[src/hdl/mbps_pkg.sv]
package mbps_pkg;

    // Configuration register indexes
    localparam int unsigned CFG_ADDR_W = 3;
    localparam logic [CFG_ADDR_W-1:0] CFG_PAT_LOW      = 3'd0;
    localparam logic [CFG_ADDR_W-1:0] CFG_PAT_MID_LOW  = 3'd1;
    localparam logic [CFG_ADDR_W-1:0] CFG_PAT_MID_HIGH = 3'd2;
    localparam logic [CFG_ADDR_W-1:0] CFG_PAT_HIGH     = 3'd3;
    localparam logic [CFG_ADDR_W-1:0] CFG_CARE_MASK    = 3'd4;
    localparam logic [CFG_ADDR_W-1:0] CFG_PAT_LEN      = 3'd5;

    localparam int unsigned CFG_DATA_W   = 64;
    localparam int unsigned LEN_W        = 6;
    localparam int unsigned OUT_OFFSET_W = 32;
    localparam int unsigned PAT_SLOTS    = 32;

    typedef struct packed {
        logic shift;
        logic clear;
    } cell_ctrl_t;

    typedef struct packed {
        logic                    found;
        logic [OUT_OFFSET_W-1:0] offset;
    } result_t;

endpackage

[src/hdl/masked_byte_pattern_scanner.sv]
// Channel   | Dir | Handshake                | Payload
// ----------+-----+--------------------------+---------------------------------------
// s_ (in)   | in  | s_tvalid / s_tready      | s_tdata = data_byte, s_tlast = region_last
// m_ (out)  | out | m_tvalid / m_tready      | m_tdata = match_offset, m_tuser = found
// cfg       | in  | cfg_valid / cfg_ready    | cfg_addr = register index, cfg_data
//
// One byte per cycle: every byte enters the cell chain and is compared against the
// aligned pattern in the same cycle; a result is registered in the output buffer before it shows on m_.
// A two-entry output buffer lets bytes keep flowing while a result waits; s_tready
// drops only while both entries are full, and for one cycle after each cfg write
// while the per-cell aligned pattern is rebuilt. Reset is synchronous, active low:
// it clears window, byte count, reported flag and output buffer; registers go to
// pattern zero, care mask all ones, length one.
module masked_byte_pattern_scanner
    import mbps_pkg::*;
#(
    parameter int unsigned MAX_PATTERN_BYTES = 32,
    parameter int unsigned OFFSET_BITS       = 32
) (
    input  logic                  aclk,
    input  logic                  aresetn,
    // byte stream
    input  logic                  s_tvalid,
    output logic                  s_tready,
    input  logic [7:0]            s_tdata,    // [7:0] data_byte
    input  logic                  s_tlast,    // region_last
    // results
    output logic                  m_tvalid,
    input  logic                  m_tready,
    output logic [31:0]           m_tdata,    // [31:0] match_offset
    output logic [0:0]            m_tuser,    // [0] found
    // register writes
    input  logic                  cfg_valid,
    output logic                  cfg_ready,
    input  logic [CFG_ADDR_W-1:0] cfg_addr,
    input  logic [CFG_DATA_W-1:0] cfg_data
);

    localparam int unsigned NCELL = MAX_PATTERN_BYTES;
    localparam logic [LEN_W-1:0] LEN_MAX = LEN_W'(MAX_PATTERN_BYTES);

    // ---------------- configuration registers ----------------
    logic [PAT_SLOTS*8-1:0] pat_reg;      // byte j at [8j+7:8j]
    logic [PAT_SLOTS-1:0]   care_reg;
    logic [LEN_W-1:0]       len_cfg_reg;
    logic                   cfg_dirty_reg;
    logic                   cfg_wr;

    assign cfg_ready = 1'b1;
    assign cfg_wr    = cfg_valid && cfg_ready;

    always_ff @(posedge aclk) begin
        if (!aresetn) begin
            pat_reg       <= '0;
            care_reg      <= '1;
            len_cfg_reg   <= LEN_W'(1);
            cfg_dirty_reg <= 1'b0;
        end else begin
            cfg_dirty_reg <= cfg_wr;
            if (cfg_wr) begin
                case (cfg_addr)
                    CFG_PAT_LOW:      pat_reg[63:0]    <= cfg_data;
                    CFG_PAT_MID_LOW:  pat_reg[127:64]  <= cfg_data;
                    CFG_PAT_MID_HIGH: pat_reg[191:128] <= cfg_data;
                    CFG_PAT_HIGH:     pat_reg[255:192] <= cfg_data;
                    CFG_CARE_MASK:    care_reg         <= cfg_data[PAT_SLOTS-1:0];
                    CFG_PAT_LEN:      len_cfg_reg      <= cfg_data[LEN_W-1:0];
                    default: ;  // unknown index: ignored
                endcase
            end
        end
    end

    // ---------------- per-cell aligned pattern ----------------
    // Cell k holds the k-th newest byte, which lines up with pattern byte len-1-k.
    // Rebuilt every cycle from the registers; input is held off the cycle after a write.
    logic [LEN_W-1:0] len_next;
    logic [LEN_W-1:0] len_reg;
    logic [7:0]       cell_pat_reg  [NCELL];
    logic [NCELL-1:0] cell_care_reg;

    always_comb begin
        if (len_cfg_reg == '0) begin
            len_next = LEN_W'(1);
        end else if (len_cfg_reg > LEN_MAX) begin
            len_next = LEN_MAX;
        end else begin
            len_next = len_cfg_reg;
        end
    end

    always_ff @(posedge aclk) begin
        len_reg <= len_next;
    end

    for (genvar k = 0; k < NCELL; k++) begin : g_align
        logic [LEN_W-1:0] slot;
        assign slot = len_next - LEN_W'(1) - LEN_W'(k);
        always_ff @(posedge aclk) begin
            cell_pat_reg[k]  <= pat_reg[slot[4:0]*8 +: 8];
            cell_care_reg[k] <= (LEN_W'(k) < len_next) && care_reg[slot[4:0]];
        end
    end

    // ---------------- cell chain ----------------
    logic        accept;
    logic        out_full;
    cell_ctrl_t  cell_ctrl;
    logic [7:0]  chain [NCELL+1];
    logic [NCELL-1:0] cell_eq;

    assign s_tready        = !out_full && !cfg_dirty_reg;
    assign accept          = s_tvalid && s_tready;
    assign cell_ctrl.shift = accept;
    assign cell_ctrl.clear = accept && s_tlast;
    assign chain[0]        = s_tdata;

    for (genvar k = 0; k < NCELL; k++) begin : g_cell
        mbps_cell u_cell (
            .aclk     (aclk),
            .aresetn  (aresetn),
            .ctrl     (cell_ctrl),
            .byte_in  (chain[k]),
            .pat_byte (cell_pat_reg[k]),
            .care     (cell_care_reg[k]),
            .byte_out (chain[k+1]),
            .eq       (cell_eq[k])
        );
    end

    // ---------------- region bookkeeping ----------------
    logic [OFFSET_BITS-1:0] seen_reg;
    logic [OFFSET_BITS-1:0] seen_inc;
    logic [OFFSET_BITS-1:0] match_start;
    logic                   reported_reg;
    logic                   counted;
    logic                   hit;
    logic                   push;
    result_t                push_data;
    result_t                out_data;

    assign counted     = (seen_reg != '1);     // saturated count: byte not checked
    assign seen_inc    = seen_reg + OFFSET_BITS'(1);
    assign match_start = seen_inc - OFFSET_BITS'(len_reg);
    assign hit         = counted && !reported_reg
                         && (seen_inc >= OFFSET_BITS'(len_reg)) && (&cell_eq);

    // match wins over not-found on the region's last byte
    assign push             = accept && (hit || (s_tlast && !reported_reg));
    assign push_data.found  = hit;
    assign push_data.offset = hit ? OUT_OFFSET_W'(match_start) : '0;

    always_ff @(posedge aclk) begin
        if (!aresetn) begin
            seen_reg     <= '0;
            reported_reg <= 1'b0;
        end else if (accept) begin
            if (s_tlast) begin
                seen_reg     <= '0;
                reported_reg <= 1'b0;
            end else begin
                if (counted) begin
                    seen_reg <= seen_inc;
                end
                if (hit) begin
                    reported_reg <= 1'b1;
                end
            end
        end
    end

    mbps_outbuf u_outbuf (
        .aclk      (aclk),
        .aresetn   (aresetn),
        .push      (push),
        .push_data (push_data),
        .full      (out_full),
        .out_valid (m_tvalid),
        .out_ready (m_tready),
        .out_data  (out_data)
    );

    assign m_tdata    = out_data.offset;
    assign m_tuser[0] = out_data.found;

endmodule

[src/hdl/mbps_cell.sv]
module mbps_cell
    import mbps_pkg::*;
(
    input  logic       aclk,
    input  logic       aresetn,
    input  cell_ctrl_t ctrl,
    input  logic [7:0] byte_in,
    input  logic [7:0] pat_byte,
    input  logic       care,
    output logic [7:0] byte_out,
    output logic       eq
);

    logic [7:0] byte_reg;

    // eq looks at the byte moving in, i.e. the window after this shift
    assign eq       = !care || (byte_in == pat_byte);
    assign byte_out = byte_reg;

    always_ff @(posedge aclk) begin
        if (!aresetn || ctrl.clear) begin
            byte_reg <= '0;
        end else if (ctrl.shift) begin
            byte_reg <= byte_in;
        end
    end

endmodule

[src/hdl/mbps_outbuf.sv]
module mbps_outbuf
    import mbps_pkg::*;
(
    input  logic    aclk,
    input  logic    aresetn,
    input  logic    push,
    input  result_t push_data,
    output logic    full,
    output logic    out_valid,
    input  logic    out_ready,
    output result_t out_data
);

    logic    out_valid_reg;
    logic    skid_valid_reg;
    result_t out_data_reg;
    result_t skid_data_reg;
    logic    pop;

    assign pop       = out_valid_reg && out_ready;
    assign full      = skid_valid_reg;
    assign out_valid = out_valid_reg;
    assign out_data  = out_data_reg;

    always_ff @(posedge aclk) begin
        if (!aresetn) begin
            out_valid_reg  <= 1'b0;
            skid_valid_reg <= 1'b0;
        end else if (skid_valid_reg) begin
            // no push possible here: upstream is stalled while skid is busy
            if (pop) begin
                out_data_reg   <= skid_data_reg;
                skid_valid_reg <= 1'b0;
            end
        end else if (push) begin
            if (!out_valid_reg || pop) begin
                out_data_reg  <= push_data;
                out_valid_reg <= 1'b1;
            end else begin
                skid_data_reg  <= push_data;
                skid_valid_reg <= 1'b1;
            end
        end else if (pop) begin
            out_valid_reg <= 1'b0;
        end
    end

endmodule

[config.mk]
export PLATFORM = sky130hd
export DESIGN_NAME = masked_byte_pattern_scanner
export DESIGN_NICKNAME = d
export VERILOG_FILES = /design/src/hdl/mbps_pkg.sv /design/src/hdl/masked_byte_pattern_scanner.sv /design/src/hdl/mbps_cell.sv /design/src/hdl/mbps_outbuf.sv
export SDC_FILE = /design/constraint.sdc
export NUM_CORES = 2
export LEC_CHECK = 0
export BUFFER_PORTS_ARGS = -buffer_cell sky130_fd_sc_hd__clkbuf_2
export CORE_ASPECT_RATIO = 0.75
export CORE_MARGIN = 1
export CORE_UTILIZATION = 55
export CTS_CLUSTER_DIAMETER = 150
export DETAILED_ROUTE_END_ITERATION = 16
export GPL_TIMING_DRIVEN = 0
export PLACE_DENSITY = 0.76
export SLEW_MARGIN = 20
export SYNTH_ARGS = -nofsm -noshare
export SYNTH_HDL_FRONTEND = slang
export SYNTH_SLANG_ARGS = --single-unit
[constraint.sdc]
create_clock -name aclk -period 13.15 [get_ports aclk]
set_input_delay 1.315 -clock aclk [delete_from_list [all_inputs] [get_ports aclk]]
set_output_delay 1.315 -clock aclk [all_outputs]
set_load 0.01 [all_outputs]
==> out/metrics.yaml <==
post_synth.cell_area_avg_sq_um: 8.989
track_usage_pct: 49.40
reg_to_reg_endpoint: "cell_pat_reg[0][14]"
tritoncts: "built"
synthMostInstantiatedCell: "sky130_fd_sc_hd__nand2_1"
final_hold_viol_count: 0
clkPwrFrac_pct: 41.9
netlist-cell-type-count: 71
drt_drc_violations_left: 0
cts_num_sinks: 938
hpwl_um: 192900
p_leak_uw: 0.02093
die_wd_um: 350.7
startpoint_types: "register"
setup.worst_path.end_class: "register"
sequential_cell_area_sq_mm: 0.01944
floorplan.initialDensity_pct: 55.75
cp.required_ns: 13.80
register_clock_pin_slew_on_the_reported_worst_setup_and_hold_paths_ns: 0.07
power.switching_uw: 1883
fp.dieH_um: 263.6
criticalPathCategory: "register to register"
final_min_period_over_clock_period_pct: 61.35
setup_repair_after_global_routing_missed_its_margin: "false"
clock-skew-final_ns: 0.05478
hold_buf_count_cts: 0
io_buffers: 114
post_synth_most_frequent_cells: "1,401 x sky130_fd_sc_hd__nand2_1, 1,184 x sky130_fd_sc_hd__mux2i_1, 872 x sky130_fd_sc_hd__dfxtp_1, 299 x sky130_fd_sc_hd__xnor2_1, 288 x sky130_fd_sc_hd__a21oi_1"
wire_length_of_the_first_global_routing_pass_um: 316300
ioPinCount: 117
wl_per_cell_um: 33.06
synth.ff_latch_count: 938
route.antenna.remaining_nets: 0
setup-tns-final_ns: 0
combinationalPowerShare_pct: 12.9
yosysWarningCount: 0
reg2reg_setup_slack_ns: 5.08
detail_route.vias_per_cell: 6.438
power_switching_share_pct: 28.46
post_cts_resize_count: 0
cts-buffers-inserted: 91
min-delay-start: "g_cell[30].u_cell.byte_out[6]"
ir_worst_vdd_mv: 0.1150
synth_fp_nets: 5684
result_of_the_run: "finished, final reports clean"
finalMaxSlewViolations: 0
proportion_of_synthesized_chip_area_in_sequential_cells_pct: 38.75
cts.path.max_buffers: 3
min_path_type: "register to register"
layout.filler_cells: 7898
critPathArrivalTime_ns: 8.71
p_seq_share_pct: 45.2
initial_antenna_violation_count: 7
area.growth.synth_to_final_pct: 10.90
worst_margin_slew_ns: 1.320
grt_pass1_vias: 41250
cellPowerDensity_mw_per_mm2: 118.9
synth_top_cell_by_area: "sky130_fd_sc_hd__dfxtp_1"
reg2regPathDepth: 22
detailedRoute.firstPassIterationCount: 8
ys_top_cells_by_area: "sky130_fd_sc_hd__dfxtp_1 35%, sky130_fd_sc_hd__mux2i_1 24%, sky130_fd_sc_hd__nand2_1 10%"
finalWorstPathRequiredPeriod_ns: 8.067
syn-cell-area_sq_mm: 0.05017
postLayoutCoreUtil_pct: 61.83
end_point_of_the_most_critical_hold_path: "g_cell[30].u_cell.byte_out[6]"
multi_input_area_sq_mm: 0.02921
synth_enable_flop_cells: 66
worst_hold_path.num_cells: 2
drt_wl_total_um: 234100
gpl.final_weighted_congestion: 1.201
clock.fmax_mhz: 124.0
grt_max_degree: 25
post-synth-top-area-fraction_pct: 34.80
floorplan.rows: 95
layout-drive-gt1-share_pct: 9.458
worst-path-max-fanout: 14
synth_flop_cell: "sky130_fd_sc_hd__dfxtp_1"
max-slew-margin-rel_pct: 11.05
die_area_sq_mm: 0.09243
detail_route.iter0.violations: 7218
finish.net_count: 5899
cell_at_the_root_of_the_clock_tree: "sky130_fd_sc_hd__clkbuf_16"
max_cap_viol_count: 0
power_report.internal_total_uw: 4734
clk_latency_ns: 0.73
rr_startpoint: "len_cfg_reg[1]"
number_of_buffers_inserted_by_post_cts_setup_repair: 0
syn_inst: 5581
final-setup-viol-count: 0
dr_total_vias: 45590
ys_async_sr_fraction_pct: 0
htreeDepth: 3
gr-total-overflow: 0
floorplan.core_area_sq_mm: 0.08998
==> worst max-delay path, cell delays in order, from the launching register on <==
cell                       delay, ns
sky130_fd_sc_hd__dfxtp_1        0.30
sky130_fd_sc_hd__clkbuf_1       0.28
sky130_fd_sc_hd__nor4_1         0.35
sky130_fd_sc_hd__nor2_1         0.07
sky130_fd_sc_hd__nor2_1         0.52
sky130_fd_sc_hd__clkinv_1       0.42
sky130_fd_sc_hd__buf_2          0.36
sky130_fd_sc_hd__buf_2          0.23
sky130_fd_sc_hd__buf_2          0.34
sky130_fd_sc_hd__ha_1           0.31
sky130_fd_sc_hd__inv_1          0.12
sky130_fd_sc_hd__nor2_1         0.06
sky130_fd_sc_hd__or2_2          0.29
sky130_fd_sc_hd__inv_1          0.12
sky130_fd_sc_hd__buf_2          0.30
sky130_fd_sc_hd__buf_1          0.85
sky130_fd_sc_hd__ha_1           0.33
sky130_fd_sc_hd__nand2_1        0.10
sky130_fd_sc_hd__xnor2_2        0.67
sky130_fd_sc_hd__clkbuf_1       0.67
sky130_fd_sc_hd__mux2i_1        0.98
sky130_fd_sc_hd__nand2_1        0.14
sky130_fd_sc_hd__nand2_1        0.17
==> power by group through the flow <==
stage | clock network [uW] | logic [uW] | registers, uW
finish | 2770 | 856 | 2990
floorplan | 0 | 500 | 3030
global placement | 0 | 792 | 3050
global route | 2870 | 869 | 2990
CTS | 2750 | 807 | 2990
detailed placement | 0 | 803 | 3050
==> final cells by class <==
class / instances / area share, %
Clock inverter: 38 / 0.8951
Timing Repair Buffer: 122 / 1.196
Inverter: 28 / 0.1889
Sequential cell: 938 / 34.94
Clock buffer: 127 / 4.770
Antenna cell: 1 / 0.004498
Tap cell: 1212 / 2.726
Buffer: 380 / 2.764
Multi-Input combinational cell: 4235 / 52.51
==> cells in the final DEF (no fill, tap or decap), types with 6 or more instances in the layout <==
cell type and n:
sky130_fd_sc_hd__clkbuf_16 92, sky130_fd_sc_hd__o31ai_1 35, sky130_fd_sc_hd__nand3_1 59, sky130_fd_sc_hd__nor4_1 15, sky130_fd_sc_hd__and2_1 19, sky130_fd_sc_hd__clkbuf_1 281
sky130_fd_sc_hd__ha_1 21, sky130_fd_sc_hd__buf_2 51, sky130_fd_sc_hd__xnor2_2 7, sky130_fd_sc_hd__buf_4 7, sky130_fd_sc_hd__mux2i_1 1177, sky130_fd_sc_hd__clkinv_2 17
sky130_fd_sc_hd__a31oi_1 9, sky130_fd_sc_hd__nor3_1 25, sky130_fd_sc_hd__edfxtp_1 66, sky130_fd_sc_hd__nor2_1 98, sky130_fd_sc_hd__a21oi_1 288, sky130_fd_sc_hd__a211oi_1 11
sky130_fd_sc_hd__and3_1 10, sky130_fd_sc_hd__nor2b_1 24, sky130_fd_sc_hd__nand2_1 1401, sky130_fd_sc_hd__a21boi_0 266, sky130_fd_sc_hd__clkbuf_2 116, sky130_fd_sc_hd__clkbuf_8 22
sky130_fd_sc_hd__a22oi_1 7, sky130_fd_sc_hd__inv_1 24, sky130_fd_sc_hd__dfxtp_1 872, sky130_fd_sc_hd__xor2_1 35, sky130_fd_sc_hd__or3_1 12, sky130_fd_sc_hd__and4_1 11
sky130_fd_sc_hd__clkinv_16 6, sky130_fd_sc_hd__mux2_2 176, sky130_fd_sc_hd__buf_6 8, sky130_fd_sc_hd__buf_1 51, sky130_fd_sc_hd__o21ai_0 71, sky130_fd_sc_hd__nand4_1 85
sky130_fd_sc_hd__mux2i_2 7, sky130_fd_sc_hd__xnor2_1 293
==> how the worst max path moves through the flow <==
stage | from | end | slack (ns) | depth (start not counted)
global route | len_cfg_reg[1] | cell_pat_reg[0][14] | 5.16 | 22
detailed placement | len_cfg_reg[1] | cell_care_reg[15] | 5.32 | 19
finish | len_cfg_reg[1] | cell_pat_reg[0][14] | 5.08 | 22
floorplan | seen_reg[0] | u_outbuf.out_data[0] | 7.90 | 13
global placement | len_cfg_reg[1] | cell_care_reg[9] | 5.04 | 19
CTS | len_cfg_reg[1] | cell_pat_reg[0][123] | 5.30 | 18
==> cell families (layout without fill, tap and decap cells) <==
kind of cell / Yosys count / count (layout) / share of synthesized area, %
adder cells (fa/ha/maj): 22 / 22 / 0.5637
buffers and inverters: 408 / 695 / 3.262
AND/OR/NAND/NOR: 1790 / 1790 / 14.84
other: 1 / 2 / 0.007475
AO/OA/AOI/OAI: 723 / 723 / 9.066
multiplexers: 1360 / 1360 / 27.58
XOR/XNOR: 339 / 339 / 5.934
flip-flops: 938 / 938 / 38.75
==> stage by stage <==
| stage | setup WS [ns] | cells | total power (uW) | hold slack [ns] | area [sq um] |
|---|---|---|---|---|---|
| after floorplan | 7.900 | 5581 | 3526 | 0.4488 | 50170 |
| after global placement | 5.036 | 6907 | 3841 | 0.4579 | 52250 |
| after detailed placement | 5.319 | 6914 | 3852 | 0.4607 | 52430 |
| after CTS | 5.298 | 7079 | 6544 | 0.4551 | 55580 |
| after global routing | 5.160 | 7080 | 6726 | 0.4861 | 55630 |
| final | 5.083 | 7081 | 6617 | 0.4722 | 55630 |
==> routing by layer <==
layer	wire length [um]	share of wire, %	track usage (%)	up-vias
li1	-	-	-	19660
met1	94650	40	66.19	22140
met2	86450	37	63.60	3182
met3	39170	17	25.84	594
met4	13770	5.9	24.24	8
met5	82	0.035	0	-
Power figures use the tool's default switching activity.
